<file path="src/rtl/tmr_pkg.sv">
package tmr_pkg;

   // sizes
   localparam int unsigned NUM_CHANNELS = 4;
   localparam int unsigned COUNT_W      = 16;
   localparam int unsigned PRESC_W      = 10;
   localparam int unsigned IRQ_W        = 4;
   localparam int unsigned DMA_W        = 2;
   localparam logic [COUNT_W-1:0] COUNT_MAX = 16'hFFFF;

   // request function codes
   localparam logic [1:0] FUNC_TICK   = 2'd0;
   localparam logic [1:0] FUNC_CTRL   = 2'd1;
   localparam logic [1:0] FUNC_RELOAD = 2'd2;

   // prescaler select codes
   localparam logic [1:0] PRESC_DIV1    = 2'd0;
   localparam logic [1:0] PRESC_DIV64   = 2'd1;
   localparam logic [1:0] PRESC_DIV256  = 2'd2;
   localparam logic [1:0] PRESC_DIV1024 = 2'd3;

   typedef struct packed {
      logic [1:0]         func;
      logic [1:0]         timer_id;
      logic               start_req;
      logic               int_enable;
      logic               cascade;
      logic [1:0]         prescale_sel;
      logic [COUNT_W-1:0] reload_value;
   } tmr_req_type;

   typedef struct packed {
      logic [IRQ_W-1:0]   irq_pulse;
      logic [DMA_W-1:0]   dma_request;
      logic [COUNT_W-1:0] counter_value;
   } tmr_rsp_type;

   // command broadcast to every cell
   typedef struct packed {
      logic               tick;
      logic               ctl_wr;
      logic               rld_wr;
      logic               start;
      logic               irq_en;
      logic               cascade;
      logic [1:0]         prescale_sel;
      logic [COUNT_W-1:0] reload_value;
   } tmr_cmd_type;

   // what a cell reports back
   typedef struct packed {
      logic               overflow;
      logic               irq;
      logic [COUNT_W-1:0] count;
   } tmr_stat_type;

   // terminal prescale count for a divider select
   function automatic logic [PRESC_W-1:0] presc_limit(input logic [1:0] sel);
      logic [PRESC_W-1:0] lim;
      unique case (sel)
         PRESC_DIV1:    lim = PRESC_W'(0);
         PRESC_DIV64:   lim = PRESC_W'(63);
         PRESC_DIV256:  lim = PRESC_W'(255);
         PRESC_DIV1024: lim = PRESC_W'(1023);
         default:       lim = PRESC_W'(0);
      endcase
      return lim;
   endfunction

endpackage

</file>
<file path="src/rtl/cascadable_four_channel_timer.sv">
// channel   direction  payload       handshake
// req_      in         tmr_req_type  req_valid / req_stall
// rsp_      out        tmr_rsp_type  rsp_valid / rsp_stall
//
// One request word is taken per cycle while req_stall is low; its response is registered and valid in the next cycle.
// Overflow carries ripple through the row of timer cells within that cycle.
// Synchronous reset clears all timers and empties the response register.
// Requests stall only while a held response is itself stalled.
module cascadable_four_channel_timer
   import tmr_pkg::*;
(
   input  logic        clock,
   input  logic        reset,
   input  logic        req_valid,
   output logic        req_stall,
   input  tmr_req_type req_word,
   output logic        rsp_valid,
   input  logic        rsp_stall,
   output tmr_rsp_type rsp_word
);

   logic        rsp_valid_ff, rsp_valid_in;
   tmr_rsp_type rsp_word_ff, rsp_word_in;

   logic        accept;
   tmr_cmd_type cmd;
   logic [NUM_CHANNELS-1:0] sel;
   logic [NUM_CHANNELS-1:0] carry;
   tmr_stat_type            stat [NUM_CHANNELS];
   logic [IRQ_W-1:0]        irq_bits;
   logic [DMA_W-1:0]        dma_bits;
   logic [COUNT_W-1:0]      count_sel;

   assign req_stall = rsp_valid_ff && rsp_stall;
   assign accept    = req_valid && !req_stall;

   // decode the request word into a cell command
   always_comb begin
      cmd.tick         = accept && (req_word.func == FUNC_TICK);
      cmd.ctl_wr       = accept && (req_word.func == FUNC_CTRL);
      cmd.rld_wr       = accept && (req_word.func == FUNC_RELOAD);
      cmd.start        = req_word.start_req;
      cmd.irq_en       = req_word.int_enable;
      cmd.cascade      = req_word.cascade;
      cmd.prescale_sel = req_word.prescale_sel;
      cmd.reload_value = req_word.reload_value;
   end

   // the first cell has no predecessor
   assign carry[0] = 1'b0;

   // row of timer cells
   for (genvar t = 0; t < NUM_CHANNELS; t++) begin : g_cell
      assign sel[t] = (32'(req_word.timer_id) == t);
      tmr_cell u_cell (
         .clock    (clock),
         .reset    (reset),
         .cmd      (cmd),
         .select   (sel[t]),
         .carry_in (carry[t]),
         .stat     (stat[t])
      );
      // the last cell's overflow feeds no neighbor
      if (t < NUM_CHANNELS - 1) begin : g_carry
         assign carry[t+1] = stat[t].overflow;
      end
   end

   // pulse vectors and selected counter
   always_comb begin
      irq_bits  = '0;
      dma_bits  = '0;
      count_sel = '0;
      for (int t = 0; t < NUM_CHANNELS; t++) begin
         if (t < IRQ_W) begin
            irq_bits[t[1:0]] = stat[t].irq;
         end
         if (t < DMA_W) begin
            dma_bits[t[0]] = stat[t].overflow;
         end
         if (sel[t]) begin
            count_sel = stat[t].count;
         end
      end
   end

   // response register
   always_comb begin
      rsp_valid_in = rsp_valid_ff;
      rsp_word_in  = rsp_word_ff;
      if (rsp_valid_ff && !rsp_stall) begin
         rsp_valid_in = 1'b0;
      end
      if (accept) begin
         rsp_valid_in              = 1'b1;
         rsp_word_in.irq_pulse     = irq_bits;
         rsp_word_in.dma_request   = dma_bits;
         rsp_word_in.counter_value = count_sel;
      end
   end

   always_ff @(posedge clock) begin
      if (reset) begin
         rsp_valid_ff <= 1'b0;
      end else begin
         rsp_valid_ff <= rsp_valid_in;
      end
   end

   always_ff @(posedge clock) begin
      rsp_word_ff <= rsp_word_in;
   end

   assign rsp_valid = rsp_valid_ff;
   assign rsp_word  = rsp_word_ff;

endmodule

</file>
<file path="src/rtl/tmr_cell.sv">
module tmr_cell
   import tmr_pkg::*;
(
   input  logic         clock,
   input  logic         reset,
   input  tmr_cmd_type  cmd,
   input  logic         select,
   input  logic         carry_in,
   output tmr_stat_type stat
);

   logic [COUNT_W-1:0] count_ff, count_in;
   logic [COUNT_W-1:0] reload_ff, reload_in;
   logic [PRESC_W-1:0] presc_ff, presc_in;
   logic               running_ff, running_in;
   logic               irq_on_ff, irq_on_in;
   logic               cascade_ff, cascade_in;
   logic [1:0]         mode_ff, mode_in;

   logic presc_run, presc_hit, step, ovf;

   // step decision: prescaler or overflow of the previous cell
   always_comb begin
      presc_run = cmd.tick && running_ff && !cascade_ff;
      presc_hit = presc_ff >= presc_limit(mode_ff);
      step      = cmd.tick && running_ff && (cascade_ff ? carry_in : presc_hit);
      ovf       = step && (count_ff >= COUNT_MAX);
   end

   // next state
   always_comb begin
      count_in   = count_ff;
      reload_in  = reload_ff;
      presc_in   = presc_ff;
      running_in = running_ff;
      irq_on_in  = irq_on_ff;
      cascade_in = cascade_ff;
      mode_in    = mode_ff;
      if (presc_run) begin
         presc_in = presc_hit ? '0 : presc_ff + PRESC_W'(1);
      end
      if (step) begin
         count_in = ovf ? reload_ff : count_ff + COUNT_W'(1);
      end
      if (select && cmd.ctl_wr) begin
         running_in = cmd.start;
         irq_on_in  = cmd.irq_en;
         cascade_in = cmd.cascade;
         mode_in    = cmd.prescale_sel;
         if (cmd.start) begin
            if (!running_ff) begin
               count_in = reload_ff;
            end
            presc_in = '0;
         end
      end
      if (select && cmd.rld_wr) begin
         reload_in = cmd.reload_value;
      end
   end

   always_ff @(posedge clock) begin
      if (reset) begin
         count_ff   <= '0;
         reload_ff  <= '0;
         presc_ff   <= '0;
         running_ff <= 1'b0;
         irq_on_ff  <= 1'b0;
         cascade_ff <= 1'b0;
         mode_ff    <= '0;
      end else begin
         count_ff   <= count_in;
         reload_ff  <= reload_in;
         presc_ff   <= presc_in;
         running_ff <= running_in;
         irq_on_ff  <= irq_on_in;
         cascade_ff <= cascade_in;
         mode_ff    <= mode_in;
      end
   end

   // report count after this word
   always_comb begin
      stat.overflow = ovf;
      stat.irq      = ovf && irq_on_ff;
      stat.count    = count_in;
   end

endmodule

</file>
<file path="config.mk">
export PLATFORM = sky130hd
export DESIGN_NAME = cascadable_four_channel_timer
export DESIGN_NICKNAME = d
export VERILOG_FILES = /design/src/rtl/tmr_pkg.sv /design/src/rtl/cascadable_four_channel_timer.sv /design/src/rtl/tmr_cell.sv
export SDC_FILE = /design/constraint.sdc
export NUM_CORES = 1
export LEC_CHECK = 0
export BUFFER_PORTS_ARGS = -buffer_cell sky130_fd_sc_hd__buf_4
export CORE_ASPECT_RATIO = 1.2
export CORE_UTILIZATION = 40
export CTS_CLUSTER_SIZE = 28
export DETAILED_ROUTE_END_ITERATION = 6
export SETUP_SLACK_MARGIN = 0.05
export SLEW_MARGIN = 10
export SYNTH_ARGS = -nofsm -noshare
export SYNTH_HDL_FRONTEND = slang
export SYNTH_SLANG_ARGS = --single-unit
</file>
<file path="constraint.sdc">
create_clock -name clock -period 3.25 [get_ports clock]
set_input_delay 0.65 -clock clock [delete_from_list [all_inputs] [get_ports clock]]
set_output_delay 0.65 -clock clock [all_outputs]
set_load 0.05 [all_outputs]
</file>
==> results.yml, run 1 <==
clock_network:
  cts_buffers: 24
  cts_tree: "done"
  cts.sinks: 211
  cts_buffer_depth: 3
  postCtsHoldBufs: 0
  htreeDepth: 1
  clk_latency_ns: 0.53
  clk_pin_slew_worst_paths_ns: 0.06
  cts-root-buf: "clkbuf_16"
worst_setup_path:
  required_ns: 3.51
  crit_path_top_delay_cell: "or4_4"
  start_kind: "flip-flop"
  path_delay_family: "simple AND/OR/NAND/NOR gates"
  crit_type: "flip-flop to flip-flop"
  worstPathCellList: "or2_1, ha_1, nand2b_4, a21oi_1, or4_4, buf_6, and2_4, o32a_4, a2111oi_4, xnor2_1, o21ai_1, mux4_2"
  r2r_slack_ns: -0.21
  worst-path-buf-inv: 1
  crit_path_end_kind: "flip-flop"
  cpPeakStageDelay_ns: 0.52
  cp.arrival_ns: 3.72
  crit_path_max_fanout: 5
synth:
  yosysTopAreaCell: "dfxtp_1"
  synth_edf_count: 22
  ys_ff_latch: 211
  ys_warn_count: 0
  synth_commonest_cells: "nand2_1, dfxtp_1, nor2_1"
  synth_most_common_cell: "nand2_1"
  synth_area_leaders: "dfxtp_1, nand2_1, edfxtp_1, nor2_1, a21oi_1"
  postSynthCellCount: 1378
  syn-mean-instance-area_um2: 8.117
  synthFlopType: "dfxtp_1"
  ys_async_sr_fraction_pct: 0
  synth_top_area_share_pct: 33.83
  synth_cell_types: 85
  ys_seq_area_share_pct: 39.73
  syn_nets: 1451
  syn_area_mm2: 0.01119
flow_run:
  max_cap_violations: 0
placed_design:
  dp_hpwl_um: 28330
  gp_congestion: 0.9191
  dp_slack_ns: -0.3844
  port_buffers: 52
  placed_cell_area_mm2: 0.01334
  dp_cells: 1944
outcome:
  violations: "negative setup slack"
  status: "complete, but fails checks"
global_route:
  track_usage_pct: 26.71
  grt_pass1_vias: 10500
  antenna_found_initial: 0
  grt_remaining_overflow: 0
  grt_max_degree: 90
  grt_pass1_wl_um: 58970
cells_and_area:
  synthToLayoutAreaGrowth_pct: 32.79
  fin_area_mm2: 0.01485
  drive_above_1_share_pct: 24.65
  diodes: 0
  stdcell_count: 2005
  nNetsFinal: 1687
detailed_routing:
  routed_via_density: 5.555
  routedWlPerCell_um: 19.14
  dr.first_iter.drc_count: 897
  vias: 11140
  drt_wl_total_um: 38380
  first_pass_iters: 5
  ant_nets: 0
  drc_errors: 0
power:
  irDropWorstVdd_mv: 0.3073
  p_leak_nw: 5.957
  power_density_mw_per_mm2: 400.3
sta:
  finalCriticalPeriod_ns: 3.463
  max_slew_margin_pct: 32.32
  hold_violations: 0
  skew_ns: 0.01954
  final_max_slew_viol_count: 0
  tightest_slew_ns: 1.015
  worst_slack_ns: -0.2127
  period_share_pct: 106.5
  setup_violations: 16
  holdWs_ns: 0.3385
  rsz0062_at_grt: "true"
  fmax_ghz: 0.2888
floorplan:
  top_level_ports: 53
  dieArea_mm2: 0.02864
  rows: 66
  start_util_pct: 40.92
  die_h_um: 185.2
  die_x_um: 154.7
  core_area_mm2: 0.02733
min_path:
  min_path_type: "input pin to flip-flop"
==> worst reg2reg max path: stages, from the launching register on <==
cell and delay, ns:
dfxtp_2 0.34, or2_1 0.22, ha_1 0.27, nand2b_4 0.11
a21oi_1 0.06, or4_4 0.52, buf_6 0.15, and2_4 0.15
o32a_4 0.35, a2111oi_4 0.31, xnor2_1 0.15, o21ai_1 0.09
mux4_2 0.47
==> layer usage <==
metal / track usage (%) / wire length, um / up-vias
li1: - / - / 5399
met1: 34.81 / 16560 / 5254
met2: 43.82 / 17730 / 393
met3: 3.580 / 2461 / 91
met4: 12.40 / 1637 / 0
met5: 0 / 0 / -
==> timing repair <==
item                                   in CTS  in global routing
endpoints found under the hold margin       0                  0
setup endpoints to repair                  25                 42
gates resized for setup                    83                 37
pin swaps                                  41                 20
cloned                                      1                  1
setup buffers                              11                  8
==> final timing paths <==
path         cells past startpoint                                          end                                   startpoint
max                             12                       rsp_word[14]$_DFFE_PP_     g_cell[0].u_cell.mode_ff[1]$_SDFFE_PP0P_
min                              3                       rsp_valid$_SDFFE_PP0P_                                    req_valid
max reg2reg                     12                       rsp_word[14]$_DFFE_PP_     g_cell[0].u_cell.mode_ff[1]$_SDFFE_PP0P_
min reg2reg                      2  g_cell[1].u_cell.reload_ff[15]$_SDFFE_PP0P_  g_cell[1].u_cell.reload_ff[15]$_SDFFE_PP0P_
==> placed cells by master, fill, tap and decap left out, drive strengths merged, types with 9 or more instances in the layout <==
master	synthesis	routed
a2111oi	11	11
a211o	10	10
a211oi	26	26
a21oi	113	113
a22oi	9	9
and2	27	27
and3	33	33
buf	12	273
clkbuf	52	40
dfxtp	189	189
edfxtp	22	22
ha	44	44
inv	28	28
mux2i	24	24
nand2	253	253
nand3	51	51
nand4	42	42
nor2	160	160
nor3	24	25
nor4	9	9
o211ai	9	9
o21ai	46	46
or3	11	11
xnor2	23	23
xor2	41	41
==> flip-flops by register name, indices dropped and copies added (netlist names) <==
| signal | flops |
|---|---|
| g_cell.u_cell.cascade_ff | 4 |
| g_cell.u_cell.count_ff | 64 |
| g_cell.u_cell.irq_on_ff | 4 |
| g_cell.u_cell.mode_ff | 8 |
| g_cell.u_cell.presc_ff | 40 |
| g_cell.u_cell.reload_ff | 64 |
| g_cell.u_cell.running_ff | 4 |
| rsp_valid | 1 |
| rsp_word | 22 |
==> metrics by stage <==
stage | utilization, % | setup TNS [ns] | power [mW]
6_report | 54.34 | -1.484 | 5.946
5_1_grt | 54.34 | -4.320 | 6.132
4_1_cts | 53.44 | -1.249 | 5.979
3_5_place_dp | 48.81 | -4.398 | 3.206
3_3_place_gp | 48.81 | -4.120 | 3.204
2_1_floorplan | - | -0.1586 | 2.979
==> kinds of logic after synthesis <==
family | synth area share, %
xor+xnor | 5.011
buf+inv | 3.311
compound gates | 18.03
mux | 2.651
fa+ha+maj | 4.922
flops | 39.73
simple gates | 26.34
==> where the power goes <==
part / switching, mW / internal, mW
Clock: 1.11 / 1.65
Sequential: 0.0314 / 2.67
Combinational: 0.310 / 0.173
Total: 1.45 / 4.50
==> cell type report <==
cell class	count	area [um^2]
timing repair buffer	273	2148
tap	374	467.9
inverter	30	112.6
fill	2563	12480
clock inverter	3	43.79
multi-input combinational	1074	6880
clock buffer	40	753.2
sequential	211	4447
Note: power is estimated with default switching activity, not from simulation.
==> run 2, diff against run 1 <==
--- a/config.mk
+++ b/config.mk
@@ -8,6 +8,7 @@
 export BUFFER_PORTS_ARGS = -buffer_cell sky130_fd_sc_hd__buf_4
 export CORE_ASPECT_RATIO = 1.2
 export CORE_UTILIZATION = 40
+export CTS_BUF_LIST = sky130_fd_sc_hd__clkbuf_16
 export CTS_CLUSTER_SIZE = 28
 export DETAILED_ROUTE_END_ITERATION = 6
 export SETUP_SLACK_MARGIN = 0.05
==> run 2 against run 1 <==
Effect of this change: the flow still finishes with violations (negative setup slack); final area down 0.30%; clock skew hardly changed; via count down 0.47%; critical path type unchanged; die area is the same; total power shrank 2.5%; first-iteration DRC count down 0.78%; largest cell class unchanged.
==> results.yml, run 2 (synthesis results as in run 1) <==
power:
  power_density_mw_per_mm2: 391.7
  p_leak_nw: 5.970
  switching_power_mw: 1.451
  irDropWorstVdd_mv: 0.3082
  pwr-share-comb_pct: 8.3
  seq_power_share_pct: 46.6
  p_int_mw: 4.349
  p_clk_share_pct: 45.1
  p_sw_share_pct: 25.02
worst_setup_path:
  path_common_cell: "buf_6"
  r2r_slack_ns: -0.23
  worst-path-buf-inv: 3
  crit_path_max_fanout: 6
  start_kind: "flip-flop"
  crit_path_end_kind: "flip-flop"
  crit_type: "flip-flop to flip-flop"
  worstPathCellList: "or2_1, ha_1, nand2b_4, a21oi_1, or4_4, buf_6, and2_4, o32a_4, buf_6, buf_6, a22oi_2, a311oi_4, and2_0, a211oi_1"
  crit_path_top_delay_cell: "or4_4"
  cpPeakStageDelay_ns: 0.52
  r2r_start: "g_cell[0].u_cell.mode_ff[1]$_SDFFE_PP0P_"
  reg2regPathDepth: 14
  r2r_end: "rsp_word[5]$_DFFE_PP_"
  cp.arrival_ns: 3.80
  required_ns: 3.58
  path_delay_family: "simple AND/OR/NAND/NOR gates"
sta:
  rsz0062_at_grt: "true"
  period_share_pct: 107.0
  max_slew_margin_pct: 33.74
  final_max_slew_viol_count: 0
  fmax_ghz: 0.2876
  hold_violations: 0
  finalCriticalPeriod_ns: 3.477
  worst_slack_ns: -0.2274
  tightest_slew_ns: 0.9939
  skew_ns: 0.02004
  setup_violations: 18
global_route:
  grt_pass1_vias: 10510
  grt_max_degree: 90
  antenna_found_initial: 0
  grt_pass1_wl_um: 58990
  grt_remaining_overflow: 0
  track_usage_pct: 26.71
floorplan:
  die_h_um: 185.2
  die_x_um: 154.7
  core_area_mm2: 0.02733
  top_level_ports: 53
  start_util_pct: 40.92
  dieArea_mm2: 0.02864
  rows: 66
detailed_routing:
  routed_via_density: 5.529
  drc_errors: 0
  routedWlPerCell_um: 19.12
  dr.first_iter.drc_count: 890
  first_pass_iters: 5
  vias: 11090
  drt_wl_total_um: 38340
  ant_nets: 0
cells_and_area:
  final_util_pct: 54.17
  synthToLayoutAreaGrowth_pct: 32.38
  layout_common_cells: "buf_4, nand2_1, dfxtp_1"
  nNetsFinal: 1687
  diodes: 0
  fin_area_mm2: 0.01481
  fill_cells: 2576
  largest_registers: "g_cell.u_cell.count_ff: 64 flops, g_cell.u_cell.reload_ff: 64 flops, g_cell.u_cell.presc_ff: 40 flops"
  mostFrequentLayoutCell: "buf_4"
  drive_above_1_share_pct: 24.34
clock_network:
  cts_tree: "done"
  htreeDepth: 1
  cts_buffer_depth: 3
  cts.sinks: 211
  clk_pin_slew_worst_paths_ns: 0.06
  clk_latency_ns: 0.54
  cts-root-buf: "clkbuf_16"
  cts_buffers: 24
placed_design:
  gp_congestion: 0.9191
  placed_cell_area_mm2: 0.01334
  dp_hpwl_um: 28330
  port_buffers: 52
min_path:
  min_path_type: "input pin to flip-flop"
  min_path_cells: 3
  whs_endpoint: "rsp_valid$_SDFFE_PP0P_"
  hp-start: "req_valid"
flow_run:
  max_cap_violations: 0
outcome:
  violations: "negative setup slack"
  status: "complete, but fails checks"
run 2: cell types whose count changed in the layout (fill, tap and decap cells not counted), sizes merged:
cell    delta
clkbuf    -14
clkinv     +5
inv        +9
run 2: tightest hold or removal path: stages:
cell	delay, ns
buf_4	0.08
nor2_1	0.04
nor2_1	0.06
run 2: timing repair:
action,4_1_cts,5_1_grt
cloned,1,1
pin swaps,41,20
buffers inserted,11,8
endpoints found under the setup margin,25,42
gates resized for setup,83,38
hold buffers,0,0
run 2: area by class of cell:
cell class              count  area, um^2  share of cell area, %
flip-flops and latches    211        4447                  30.03
multi-input cells        1074        6880                  46.46
inverters                  30       112.6                 0.7605
repair buffers            273        2153                  14.54
well taps                 374       467.9                  3.160
clock buffers              26       650.6                  4.394
clock inverters            17       96.34                 0.6506
run 2: stage by stage:
| step | hold WS (ns) | TNS (ns) | power [mW] | setup WS, ns | std cells |
|---|---|---|---|---|---|
| after floorplan | 0.4319 | -0.1586 | 2.979 | -0.1232 | 1378 |
| after global placement | 0.4467 | -4.120 | 3.204 | -0.3651 | 1944 |
| after detailed placement | 0.4499 | -4.398 | 3.206 | -0.3844 | 1944 |
| after CTS | 0.3243 | -1.252 | 5.829 | -0.1921 | 1997 |
| after global routing | 0.3369 | -4.322 | 5.983 | -0.3445 | 2005 |
| final | 0.3379 | -1.609 | 5.800 | -0.2274 | 2005 |
run 2: worst max path at each step:
stage | start | endpoint | depth (start not counted) | slack, ns
after global placement | rsp_stall | rsp_word[5]$_DFFE_PP_ | 16 | -0.37
final | g_cell[0].u_cell.mode_ff[1]$_SDFFE_PP0P_ | rsp_word[5]$_DFFE_PP_ | 14 | -0.23
after global routing | g_cell[0].u_cell.mode_ff[1]$_SDFFE_PP0P_ | rsp_word[14]$_DFFE_PP_ | 11 | -0.34
after floorplan | req_valid | rsp_word[14]$_DFFE_PP_ | 10 | -0.12
after CTS | g_cell[0].u_cell.mode_ff[1]$_SDFFE_PP0P_ | rsp_word[14]$_DFFE_PP_ | 12 | -0.19
after detailed placement | rsp_stall | rsp_word[5]$_DFFE_PP_ | 12 | -0.38
run 2: per-layer routing:
layer	wire, um	global-route usage, %
met1	16620	34.84
met2	17720	43.76
met3	2341	3.580
met4	1654	12.40
met5	0	0
run 2: power groups by stage:
stage / Clock [mW] / Combinational, mW / Sequential (mW)
2_1_floorplan: 0 / 0.170 / 2.81
3_3_place_gp: 0 / 0.446 / 2.76
3_5_place_dp: 0 / 0.448 / 2.76
4_1_cts: 2.66 / 0.470 / 2.70
5_1_grt: 2.76 / 0.514 / 2.70
6_report: 2.61 / 0.483 / 2.70
==> run 3, diff against run 2 <==
--- a/config.mk
+++ b/config.mk
@@ -11,7 +11,7 @@
 export CTS_BUF_LIST = sky130_fd_sc_hd__clkbuf_16
 export CTS_CLUSTER_SIZE = 28
 export DETAILED_ROUTE_END_ITERATION = 6
-export SETUP_SLACK_MARGIN = 0.05
+export SETUP_SLACK_MARGIN = 0.5
 export SLEW_MARGIN = 10
 export SYNTH_ARGS = -nofsm -noshare
 export SYNTH_HDL_FRONTEND = slang
==> run 3 against run 2 <==
Effect of this change: the run still ends with negative setup slack left; clock skew fell by 0.0035 ns; critical path type unchanged; flip-flop and latch count unchanged; first-iteration DRC count rose by 6.9%; non-clock buffer count up 50; highest routed layer unchanged; critical endpoint is now rsp_word[14]$_DFFE_PP_; routed wire length grew 4.9%.
==> results.yml, run 3 (synthesis results as in run 1) <==
worst_setup_path:
  required_ns: 3.52
  crit_path_end_kind: "flip-flop"
  crit_path_max_fanout: 4
  start_kind: "flip-flop"
  cp.arrival_ns: 3.72
  crit_type: "flip-flop to flip-flop"
sta:
  hold_violations: 0
  period_share_pct: 106.0
  skew_ns: 0.01659
  max_slew_margin_pct: 51.69
  final_max_slew_viol_count: 0
  rsz0062_at_grt: "true"
  tightest_slew_ns: 0.7191
  fmax_ghz: 0.2904
  holdWs_ns: 0.3371
  setup_violations: 17
  worst_slack_ns: -0.1940
  finalCriticalPeriod_ns: 3.444
global_route:
  grt_max_degree: 94
  antenna_found_initial: 0
  grt_pass1_wl_um: 62380
  grt_remaining_overflow: 0
  grt_pass1_vias: 11160
  track_usage_pct: 28.08
cells_and_area:
  synthToLayoutAreaGrowth_pct: 43.77
  mostFrequentLayoutCell: "buf_4"
  regArea_mm2: 0.004454
  layout_common_cells: "buf_4, nand2_1, dfxtp_1"
  nNetsFinal: 1736
  drive_above_1_share_pct: 32.96
  fin_area_mm2: 0.01608
  multi_input_area_mm2: 0.007582
  diodes: 0
  fill_cells: 2411
  largest_registers: "g_cell.u_cell.count_ff: 64 flops, g_cell.u_cell.reload_ff: 64 flops, g_cell.u_cell.presc_ff: 40 flops"
  final_util_pct: 58.83
detailed_routing:
  dr.first_iter.drc_count: 951
  vias: 11550
  ant_nets: 0
  drc_errors: 0
  drt_wl_total_um: 40210
  routed_via_density: 5.619
  first_pass_iters: 5
  routedWlPerCell_um: 19.57
flow_run:
  max_cap_violations: 0
floorplan:
  die_h_um: 185.2
  rows: 66
  die_x_um: 154.7
  core_area_mm2: 0.02733
  start_util_pct: 40.92
  top_level_ports: 53
  dieArea_mm2: 0.02864
placed_design:
  dp_hpwl_um: 28990
  placed_cell_area_mm2: 0.01361
  gp_congestion: 0.9520
  port_buffers: 52
power:
  power_density_mw_per_mm2: 364.0
  irDropWorstVdd_mv: 0.3894
  p_leak_nw: 6.412
  power_mw: 5.855
clock_network:
  cts_tree: "done"
  htreeDepth: 1
  cts_buffer_depth: 3
  cts.sinks: 211
  cts_buffers: 24
  clk_pin_slew_worst_paths_ns: 0.06
  cts-root-buf: "clkbuf_16"
  postCtsHoldBufs: 0
  clk_latency_ns: 0.54
outcome:
  status: "complete, but fails checks"
  violations: "negative setup slack"
min_path:
  min_path_type: "input pin to flip-flop"
==> run 3: power by group <==
part / switching, mW / internal, mW
registers: 0.0344 / 2.67
logic: 0.318 / 0.180
clock network: 1.14 / 1.51
==> run 3: through the flow <==
step | instances | setup TNS, ns | setup slack (ns)
2_1_floorplan | 1378 | -0.1444 | -0.1126
3_3_place_gp | 1953 | -4.169 | -0.4708
3_5_place_dp | 1953 | -4.772 | -0.4786
4_1_cts | 2037 | -1.311 | -0.1505
5_1_grt | 2055 | -2.998 | -0.2656
6_report | 2055 | -1.472 | -0.1940
==> run 3: final timing paths <==
check / start / to / slack (ns) / cells past startpoint
setup / recovery: g_cell[0].u_cell.mode_ff[0]$_SDFFE_PP0P_ / rsp_word[14]$_DFFE_PP_ / -0.19 / 11
hold reg to reg: g_cell[3].u_cell.reload_ff[5]$_SDFFE_PP0P_ / g_cell[3].u_cell.reload_ff[5]$_SDFFE_PP0P_ / 0.46 / 2
setup reg to reg: g_cell[0].u_cell.mode_ff[0]$_SDFFE_PP0P_ / rsp_word[14]$_DFFE_PP_ / -0.19 / 11
hold / removal: req_valid / rsp_valid$_SDFFE_PP0P_ / 0.34 / 3
==> run 3: layout make-up <==
type | instances | area share [%]
clock inverters | 18 | 0.6769
inverters | 30 | 0.7313
well taps | 374 | 2.910
multi-input cells | 1073 | 47.15
clock buffers | 26 | 4.046
repair buffers | 323 | 16.79
flip-flops and latches | 211 | 27.70
==> run 3: critical path, cell delays in order (launching register included) <==
cell and delay (ns):
dfxtp_4 0.35, or2_4 0.26, ha_4 0.26, nand2b_4 0.10
a21oi_2 0.05, or4_4 0.55, and2_4 0.19, o32a_4 0.36
a2111oi_4 0.32, xnor2_1 0.19, o21ai_1 0.10, mux4_2 0.46
==> run 3: layer usage <==
layer	global-route usage (%)	vias up	share of wire [%]
met1	36.54	5503	42
met5	0	-	0
met2	46.33	432	47
met4	13.07	0	4.7
met3	3.510	101	6.6
li1	-	5511	-
==> run 3: repair_timing <==
action                     4_1_cts  5_1_grt
pin swaps                       44       33
setup endpoints to repair       97       92
setup buffers                   39       18
resized for setup              145      133
gates cloned                     1        0
